[src/utf8_stream_validator_assert.svh]
// ----------------------------------------------------------------------------
// utf8 stream validator assertion macros
// shared concurrent assertion forms, clocked on clk and disabled in reset
// ----------------------------------------------------------------------------
`ifndef UTF8_STREAM_VALIDATOR_ASSERT_SVH
`define UTF8_STREAM_VALIDATOR_ASSERT_SVH

// same-cycle implication
`define UTF8V_ASSERT_NOW(label, ante, cons) \
    label: assert property (@(posedge clk) disable iff (!rst_n) (ante) |-> (cons)) \
        else $error("utf8v assertion failed");

// next-cycle implication
`define UTF8V_ASSERT_NEXT(label, ante, cons) \
    label: assert property (@(posedge clk) disable iff (!rst_n) (ante) |=> (cons)) \
        else $error("utf8v assertion failed");

`endif

[src/utf8v_pkg.sv]
// ----------------------------------------------------------------------------
// utf8v_pkg
// byte range constants and shared types for the utf8 stream validator
// ----------------------------------------------------------------------------
`default_nettype none

package utf8v_pkg;

    localparam logic [7:0] ASCII_MAX    = 8'h7f;
    localparam logic [7:0] NEWLINE      = 8'h0a;
    localparam logic [7:0] LEAD2_MIN    = 8'hc2;
    localparam logic [7:0] LEAD2_MAX    = 8'hdf;
    localparam logic [7:0] LEAD3_MIN    = 8'he0;
    localparam logic [7:0] LEAD3_MAX    = 8'hef;
    localparam logic [7:0] LEAD4_MIN    = 8'hf0;
    localparam logic [7:0] LEAD4_MAX    = 8'hf4;
    localparam logic [7:0] CONT_MIN     = 8'h80;
    localparam logic [7:0] CONT_MAX     = 8'hbf;
    localparam logic [7:0] LEAD_E0      = 8'he0;
    localparam logic [7:0] LEAD_ED      = 8'hed;
    localparam logic [7:0] LEAD_F0      = 8'hf0;
    localparam logic [7:0] LEAD_F4      = 8'hf4;
    localparam logic [7:0] E0_CONT_MIN  = 8'ha0;
    localparam logic [7:0] ED_CONT_MAX  = 8'h9f;
    localparam logic [7:0] F0_CONT_MIN  = 8'h90;
    localparam logic [7:0] F4_CONT_MAX  = 8'h8f;

    localparam logic OP_DATA = 1'b0;
    localparam logic OP_END  = 1'b1;

    // byte classification from the checker
    typedef struct packed {
        logic       lead_single;
        logic       lead_bad;
        logic [1:0] lead_len;
        logic       first_narrow;
        logic       cont_ok;
    } chk_t;

    // verdict as seen by the output register
    typedef struct packed {
        logic        well_formed;
        logic [31:0] offset;
        logic [31:0] line;
        logic [31:0] column;
    } verdict_t;

endpackage

`default_nettype wire

[src/utf8v_check.sv]
// ----------------------------------------------------------------------------
// utf8v_check
// classifies one byte as a lead or as a continuation of the open sequence
// ----------------------------------------------------------------------------
`default_nettype none

module utf8v_check (
    input  wire logic [7:0]      byte_in,
    input  wire logic [7:0]      pending_lead,
    input  wire logic            first_cont,
    output utf8v_pkg::chk_t      chk
);

    logic in_cont;
    logic narrow_ok;

    always_comb
    begin
        chk = '0;
        chk.lead_single = (byte_in <= utf8v_pkg::ASCII_MAX);
        if (byte_in >= utf8v_pkg::LEAD2_MIN && byte_in <= utf8v_pkg::LEAD2_MAX)
        begin
            chk.lead_len = 2'd1;
        end
        else if (byte_in >= utf8v_pkg::LEAD3_MIN && byte_in <= utf8v_pkg::LEAD3_MAX)
        begin
            chk.lead_len = 2'd2;
        end
        else if (byte_in >= utf8v_pkg::LEAD4_MIN && byte_in <= utf8v_pkg::LEAD4_MAX)
        begin
            chk.lead_len = 2'd3;
        end
        else
        begin
            chk.lead_len = 2'd0;
        end
        chk.lead_bad     = !chk.lead_single && (chk.lead_len == 2'd0);
        chk.first_narrow = (chk.lead_len >= 2'd2);

        in_cont = (byte_in >= utf8v_pkg::CONT_MIN) && (byte_in <= utf8v_pkg::CONT_MAX);
        unique case (pending_lead)
            utf8v_pkg::LEAD_E0: narrow_ok = (byte_in >= utf8v_pkg::E0_CONT_MIN);
            utf8v_pkg::LEAD_ED: narrow_ok = (byte_in <= utf8v_pkg::ED_CONT_MAX);
            utf8v_pkg::LEAD_F0: narrow_ok = (byte_in >= utf8v_pkg::F0_CONT_MIN);
            utf8v_pkg::LEAD_F4: narrow_ok = (byte_in <= utf8v_pkg::F4_CONT_MAX);
            default:            narrow_ok = 1'b1;
        endcase
        chk.cont_ok = in_cont && (!first_cont || narrow_ok);
    end

endmodule

`default_nettype wire

[src/utf8v_track.sv]
// ----------------------------------------------------------------------------
// utf8v_track
// sequence state, position counters and sticky first error
// ----------------------------------------------------------------------------
`default_nettype none

module utf8v_track #(
    parameter int COUNT_BITS = 32
) (
    input  wire logic              clk,
    input  wire logic              rst_n,
    input  wire logic              step,
    input  wire logic              op,
    input  wire logic [7:0]        byte_in,
    output utf8v_pkg::verdict_t    verdict
);

    logic [1:0]            pending_reg, pending_next;
    logic [7:0]            lead_reg, lead_next;
    logic                  first_reg, first_next;
    logic [COUNT_BITS-1:0] byte_count_reg, byte_count_next;
    logic [COUNT_BITS-1:0] line_count_reg, line_count_next;
    logic [COUNT_BITS-1:0] col_count_reg, col_count_next;
    logic                  err_reg, err_next;
    logic [COUNT_BITS-1:0] lead_off_reg, lead_off_next;
    logic [COUNT_BITS-1:0] lead_line_reg, lead_line_next;
    logic [COUNT_BITS-1:0] lead_col_reg, lead_col_next;

    utf8v_pkg::chk_t chk;
    logic            cp_done;
    logic [7:0]      cp_lead;

    localparam logic [COUNT_BITS-1:0] COUNT_ONE = COUNT_BITS'(1);

    function automatic logic [COUNT_BITS-1:0] sat_inc(input logic [COUNT_BITS-1:0] v);
        return (&v) ? v : v + COUNT_ONE;
    endfunction

    utf8v_check u_check (
        .byte_in      (byte_in),
        .pending_lead (lead_reg),
        .first_cont   (first_reg),
        .chk          (chk)
    );

    // verdict seen by an end item in the current state
    always_comb
    begin
        if (err_reg || pending_reg != 2'd0)
        begin
            verdict.well_formed = 1'b0;
            verdict.offset      = 32'(lead_off_reg);
            verdict.line        = 32'(lead_line_reg);
            verdict.column      = 32'(lead_col_reg);
        end
        else
        begin
            verdict.well_formed = 1'b1;
            verdict.offset      = '0;
            verdict.line        = '0;
            verdict.column      = '0;
        end
    end

    always_comb
    begin
        pending_next    = pending_reg;
        lead_next       = lead_reg;
        first_next      = first_reg;
        byte_count_next = byte_count_reg;
        line_count_next = line_count_reg;
        col_count_next  = col_count_reg;
        err_next        = err_reg;
        lead_off_next   = lead_off_reg;
        lead_line_next  = lead_line_reg;
        lead_col_next   = lead_col_reg;
        cp_done         = 1'b0;
        cp_lead         = lead_reg;

        if (step && op == utf8v_pkg::OP_END)
        begin
            // verdict taken, restart the stream
            pending_next    = 2'd0;
            lead_next       = '0;
            first_next      = 1'b0;
            byte_count_next = '0;
            line_count_next = COUNT_ONE;
            col_count_next  = COUNT_ONE;
            err_next        = 1'b0;
            lead_off_next   = '0;
            lead_line_next  = '0;
            lead_col_next   = '0;
        end
        else if (step && !err_reg)
        begin
            byte_count_next = sat_inc(byte_count_reg);
            if (pending_reg == 2'd0)
            begin
                lead_off_next  = byte_count_reg;
                lead_line_next = line_count_reg;
                lead_col_next  = col_count_reg;
                lead_next      = byte_in;
                if (chk.lead_single)
                begin
                    cp_done = 1'b1;
                    cp_lead = byte_in;
                end
                else if (chk.lead_bad)
                begin
                    err_next = 1'b1;
                end
                else
                begin
                    pending_next = chk.lead_len;
                    first_next   = chk.first_narrow;
                end
            end
            else
            begin
                first_next = 1'b0;
                if (!chk.cont_ok)
                begin
                    err_next = 1'b1;
                end
                else
                begin
                    pending_next = pending_reg - 2'd1;
                    cp_done      = (pending_reg == 2'd1);
                end
            end

            if (cp_done)
            begin
                if (cp_lead == utf8v_pkg::NEWLINE)
                begin
                    line_count_next = sat_inc(line_count_reg);
                    col_count_next  = COUNT_ONE;
                end
                else
                begin
                    col_count_next = sat_inc(col_count_reg);
                end
            end
        end
    end

    always_ff @(posedge clk or negedge rst_n)
    begin
        if (!rst_n)
        begin
            pending_reg    <= 2'd0;
            lead_reg       <= '0;
            first_reg      <= 1'b0;
            byte_count_reg <= '0;
            line_count_reg <= COUNT_ONE;
            col_count_reg  <= COUNT_ONE;
            err_reg        <= 1'b0;
            lead_off_reg   <= '0;
            lead_line_reg  <= '0;
            lead_col_reg   <= '0;
        end
        else
        begin
            pending_reg    <= pending_next;
            lead_reg       <= lead_next;
            first_reg      <= first_next;
            byte_count_reg <= byte_count_next;
            line_count_reg <= line_count_next;
            col_count_reg  <= col_count_next;
            err_reg        <= err_next;
            lead_off_reg   <= lead_off_next;
            lead_line_reg  <= lead_line_next;
            lead_col_reg   <= lead_col_next;
        end
    end

`include "utf8_stream_validator_assert.svh"

    // an end item leaves a fresh stream behind
    `UTF8V_ASSERT_NEXT(a_restart, step && op == utf8v_pkg::OP_END,
        !err_reg && pending_reg == 2'd0 && byte_count_reg == '0
        && line_count_reg == COUNT_ONE && col_count_reg == COUNT_ONE)
    // first error holds until the end item
    `UTF8V_ASSERT_NEXT(a_err_sticky, err_reg && !(step && op == utf8v_pkg::OP_END), err_reg)
    // line and column never drop to zero while counting
    `UTF8V_ASSERT_NOW(a_pos_nonzero, 1'b1, line_count_reg != '0 && col_count_reg != '0)

endmodule

`default_nettype wire

[src/utf8_stream_validator.sv]
// ----------------------------------------------------------------------------
// utf8_stream_validator
// checks a byte stream for well-formed utf-8 and reports the first error
// ----------------------------------------------------------------------------
//
//   channel   direction  handshake                 payload
//   item      in         item_valid / item_stall   op, byte_value
//   verdict   out        verdict_valid / stall     well_formed, err_offset,
//                                                  err_line, err_column
//
// one item per cycle sustained while no end item is held by a stalled verdict:
// an item sits in the input register while the tracker updates its state, and
// an end item also loads the verdict register from the tracker's verdict
// rst_n clears sequence state, counters (line and column to 1) and both valids
// a stalled verdict only blocks end items; data items keep flowing past it
// ----------------------------------------------------------------------------
`default_nettype none

module utf8_stream_validator #(
    parameter int COUNT_BITS = 32
) (
    input  wire logic        clk,
    input  wire logic        rst_n,
    // item channel
    input  wire logic        item_valid,
    output logic             item_stall,
    input  wire logic        op,
    input  wire logic [7:0]  byte_value,
    // verdict channel
    output logic             verdict_valid,
    input  wire logic        verdict_stall,
    output logic             well_formed,
    output logic [31:0]      err_offset,
    output logic [31:0]      err_line,
    output logic [31:0]      err_column
);

    // input register
    logic       hold_valid_reg, hold_valid_next;
    logic       hold_op_reg;
    logic [7:0] hold_byte_reg;

    // result register
    logic                verdict_valid_reg, verdict_valid_next;
    utf8v_pkg::verdict_t verdict_reg;
    utf8v_pkg::verdict_t verdict_comb;

    logic out_free;
    logic advance;
    logic take_item;

    // verdict slot is free when empty or being taken this cycle
    assign out_free = !verdict_valid_reg || !verdict_stall;

    // data items always retire; end items need the verdict slot
    assign advance = hold_valid_reg && (hold_op_reg == utf8v_pkg::OP_DATA || out_free);

    assign item_stall = hold_valid_reg && !advance;
    assign take_item  = item_valid && !item_stall;

    utf8v_track #(
        .COUNT_BITS (COUNT_BITS)
    ) u_track (
        .clk     (clk),
        .rst_n   (rst_n),
        .step    (advance),
        .op      (hold_op_reg),
        .byte_in (hold_byte_reg),
        .verdict (verdict_comb)
    );

    always_comb
    begin
        hold_valid_next = hold_valid_reg;
        if (!hold_valid_reg || advance)
        begin
            hold_valid_next = item_valid;
        end

        verdict_valid_next = verdict_valid_reg && verdict_stall;
        if (advance && hold_op_reg == utf8v_pkg::OP_END)
        begin
            verdict_valid_next = 1'b1;
        end
    end

    always_ff @(posedge clk or negedge rst_n)
    begin
        if (!rst_n)
        begin
            hold_valid_reg    <= 1'b0;
            verdict_valid_reg <= 1'b0;
        end
        else
        begin
            hold_valid_reg    <= hold_valid_next;
            verdict_valid_reg <= verdict_valid_next;
        end
    end

    // payload registers, no reset
    always_ff @(posedge clk)
    begin
        if (take_item)
        begin
            hold_op_reg   <= op;
            hold_byte_reg <= byte_value;
        end
        if (advance && hold_op_reg == utf8v_pkg::OP_END)
        begin
            verdict_reg <= verdict_comb;
        end
    end

    assign verdict_valid = verdict_valid_reg;
    assign well_formed   = verdict_reg.well_formed;
    assign err_offset    = verdict_reg.offset;
    assign err_line      = verdict_reg.line;
    assign err_column    = verdict_reg.column;

`include "utf8_stream_validator_assert.svh"

    // stall only while an item is held
    `UTF8V_ASSERT_NOW(a_stall_held, item_stall, hold_valid_reg)
    // an end item that retires produces a verdict next cycle
    `UTF8V_ASSERT_NEXT(a_end_verdict, advance && hold_op_reg == utf8v_pkg::OP_END,
        verdict_valid_reg)
    // a clean verdict carries zero position fields
    `UTF8V_ASSERT_NOW(a_clean_zero, verdict_valid_reg && verdict_reg.well_formed,
        verdict_reg.offset == '0 && verdict_reg.line == '0 && verdict_reg.column == '0)

endmodule

`default_nettype wire

[config.mk]
export PLATFORM = sky130hd
export DESIGN_NAME = utf8_stream_validator
export DESIGN_NICKNAME = d
export VERILOG_FILES = /design/src/utf8v_pkg.sv /design/src/utf8v_check.sv /design/src/utf8v_track.sv /design/src/utf8_stream_validator.sv
export VERILOG_INCLUDE_DIRS = /design/src /design/src/src
export SDC_FILE = /design/constraint.sdc
export NUM_CORES = 1
export LEC_CHECK = 0
export CORE_UTILIZATION = 57
export CTS_CLUSTER_DIAMETER = 50
export DETAILED_ROUTE_END_ITERATION = 8
export DONT_BUFFER_PORTS = 1
export PLACE_DENSITY = 0.85
export SYNTH_ARGS = -nofsm -noshare
export SYNTH_HDL_FRONTEND = slang
export SYNTH_HIERARCHICAL = 1
export SYNTH_SLANG_ARGS = --single-unit
export TNS_END_PERCENT = 50
[constraint.sdc]
create_clock -name clk -period 5.7 [get_ports clk]
set_input_delay 0 -clock clk [delete_from_list [all_inputs] [get_ports clk]]
set_output_delay 0 -clock clk [all_outputs]
set_load 0.1 [all_outputs]
==> flow_summary.ini <==
[run_status]
status = finished, final reports clean

[final_layout]
drive_gt1_frac = 0.08181
layout_common_cells = 204 x dfrtp_1, 106 x edfxtp_1, 102 x a22o_1, 97 x nor2b_1, 69 x o21ai_0
design_area_sq_um = 14860
stdcell_count = 1462
nNetsFinal = 1139
area_growth_pct = 11.17
diodes = 0
layout_commonest_cell = dfrtp_1

[pwr]
p_sw_frac = 0.3223
ir_worst_vdd_v = 0.0002970
powerDensity_nw_per_um2 = 390.3
clock_power_share = 0.370
p_leak_nw = 5.870
p_int_w = 0.003930
switching_power_w = 0.001869
power_frac_seq = 0.499
p_comb_frac = 0.131

[clock_tree]
cts.sinks = 312
root_buffer = clkbuf_16
numCtsBuffers = 34
cts_tree = done
htree_levels = 2
clk_path_buf_depth = 3
postCtsResizedCells = 0
clkTransAtPathRegs_ns = 0.06
clock_latency_ns = 0.51

[critical_path]
worstPathArrival_ns = 4.67
start_kind = flop
cpMaxStageDelayCell = or4_1
crit_type = reg2reg
critPathMaxStageDelay_ns = 0.88
path_max_fanout = 35
timing.critical_path.buf_inv = 0
cp_cell_sequence = a31oi_1, and2_2, a221oi_1, or4_1, a41o_2, nand2b_4, o31ai_1
cp_top_family = compound AO/OA/AOI/OAI gates
worst_setup_path_end_kind = flop
cp.required_ns = 6.09

[timing]
hold_violations = 0
fin_tns_setup_ns = 0
rsz0062_at_grt = no
setup_viol = 0
period_share = 0.7505
finClkSkew_ns = 0.02416
tightest_slew_ns = 1.103
fmax_ghz = 0.2338
slew_viol_final = 0
post-route-min-period_ns = 4.278
worst_slew_margin_rel = 0.2644

[detailed_routing]
vias_per_cell = 6.352
wl_per_cell_um = 18.84
ant_nets = 0
drt-initial-drc-count = 968
dr.pass1.iters = 6
drt-total-wl_mm = 27.55
vias = 9286
drc = 0

[synthesis]
synth-edff-count = 106
synth-async-reset-ratio = 0.6603
synth_cells = 1128
synth_compound_area_frac = 0.1633
syn_area_per_cell_sq_um = 11.85
synth-main-ff-cell = dfrtp_1
netlist_area_sq_um = 13360
synth_xor_xnor_area_share = 0.01245
seq_area_frac_synth = 0.6241
synth-adder-area-share = 0.002809
synth_top_family_by_area = simple AND/OR/NAND/NOR gates
ys_seq_elements = 312
yosysUniqueCellTypes = 70
synth_nets = 1144
synth_mux_area_frac = 0.002434
ys_warn_count = 6
yosys.area_share.simple = 0.1706

[placement]
hpwl_mm = 16.39
portBuffers = 0
place_area_sq_um = 13590
place_inst = 1387
place.gp.congestion = 0.9103

[global_routing]
grt_pass1_wl_mm = 45.77
grt_max_degree = 207
antenna_found_initial = 0
grt_pass1_vias = 8959
overflow = 0
grt_use_total = 0.2350

[run]
drv_cap = 0

[floorplanning]
dieArea_sq_um = 24060
die_h_um = 155.1
fp-row-count = 55
core_area_sq_um = 22850
io_pins = 112
die_w_um = 155.1
start_util = 0.5849

[min_path]
hp-class = in2reg
==> stage by stage <==
step	power, W	utilization	hold WS [ns]	setup slack [ns]
after floorplan	0.003458	-	-0.2956	1.645
after global placement	0.003626	0.5949	-0.2824	1.662
after detailed placement	0.003653	0.5949	-0.2837	1.472
after CTS	0.005839	0.6503	0.03270	1.477
after global routing	0.006015	0.6503	0.04757	1.235
final	0.005799	0.6503	0.01844	1.422
==> timing repair <==
action | 4_1_cts | 5_1_grt
endpoints found under the hold margin | 227 | 0
hold buffers | 13 | 0
buffers inserted | 0 | 0
==> final timing paths <==
kind,cells after the start,endpoint,slack [ns],start
min,2,err_line[19]$_DFFE_PP_,0.02,verdict_stall
min in group asynchronous,2,u_track/lead_line_reg[11]$_DFFE_PN0P_,0.15,rst_n
max in group asynchronous,2,u_track/byte_count_reg[3]$_DFFE_PN0P_,4.71,rst_n
max reg2reg,7,u_track/line_count_reg[16]$_DFFE_PN0P_,1.42,verdict_valid$_DFF_PN0_
max,7,u_track/line_count_reg[16]$_DFFE_PN0P_,1.42,verdict_valid$_DFF_PN0_
min reg2reg,2,u_track/lead_off_reg[30]$_DFFE_PN0P_,0.48,u_track/lead_off_reg[30]$_DFFE_PN0P_
==> area by class of cell <==
cell class / instances / area, sq um
multi-input cells: 736 / 4728
well taps: 313 / 391.6
repair buffers: 22 / 215.2
fillers: 1715 / 7990
flip-flops and latches: 312 / 8341
clock inverters: 16 / 117.6
inverters: 17 / 63.81
clock buffers: 46 / 999.7
==> synth_stat cells, types with 13 or more instances <==
library cell / n / area (sq um)
a31oi_1: 18 / 112.6
nand2_1: 60 / 225.2
o21ai_0: 69 / 345.3
and2_1: 13 / 81.33
a22o_1: 102 / 893.4
nand3_1: 52 / 260.3
dfrtp_1: 204 / 5105
a21oi_1: 33 / 165.2
nand4_1: 22 / 137.6
edfxtp_1: 106 / 3183
nor2_1: 47 / 176.4
or3_1: 24 / 150.1
and3_1: 18 / 112.6
nor2b_1: 97 / 606.8
clkbuf_1: 50 / 187.7
nor3_1: 16 / 80.08
o31ai_1: 36 / 270.3
inv_1: 17 / 63.81
==> power by group through the flow <==
stage                     clock [W]  sequential, W  combinational, W
after detailed placement          0        0.00293          0.000723
after global routing        0.00226        0.00291          0.000845
after CTS                   0.00218        0.00289          0.000767
after global placement            0        0.00293          0.000699
after floorplan                   0        0.00289          0.000568
final                       0.00214        0.00290          0.000760
==> layer usage <==
layer / global-route usage / vias up / wire length (um)
met5: 0 / - / 0
met4: 0.06978 / 0 / 469
met3: 0.04373 / 42 / 1714
met2: 0.3726 / 380 / 13040
met1: 0.3322 / 4625 / 12330
li1: - / 4239 / -
==> logic make-up after synthesis <==
| kind of cell | count (synthesis) |
|---|---|
| buffers and inverters | 80 |
| AOI/OAI and AO/OA | 304 |
| and+or+nand+nor | 407 |
| muxes | 3 |
| adders and majority gates | 3 |
| xor gates and xnor gates | 19 |
| DFF | 312 |
==> worst register-to-register path, stage by stage, from the launching register on <==
cell and delay (ns):
dfrtp_1 0.79, a31oi_1 0.77, and2_2 0.31, a221oi_1 0.08
or4_1 0.88, a41o_2 0.60, nand2b_4 0.41, o31ai_1 0.34
Power figures use the tool's default switching activity.
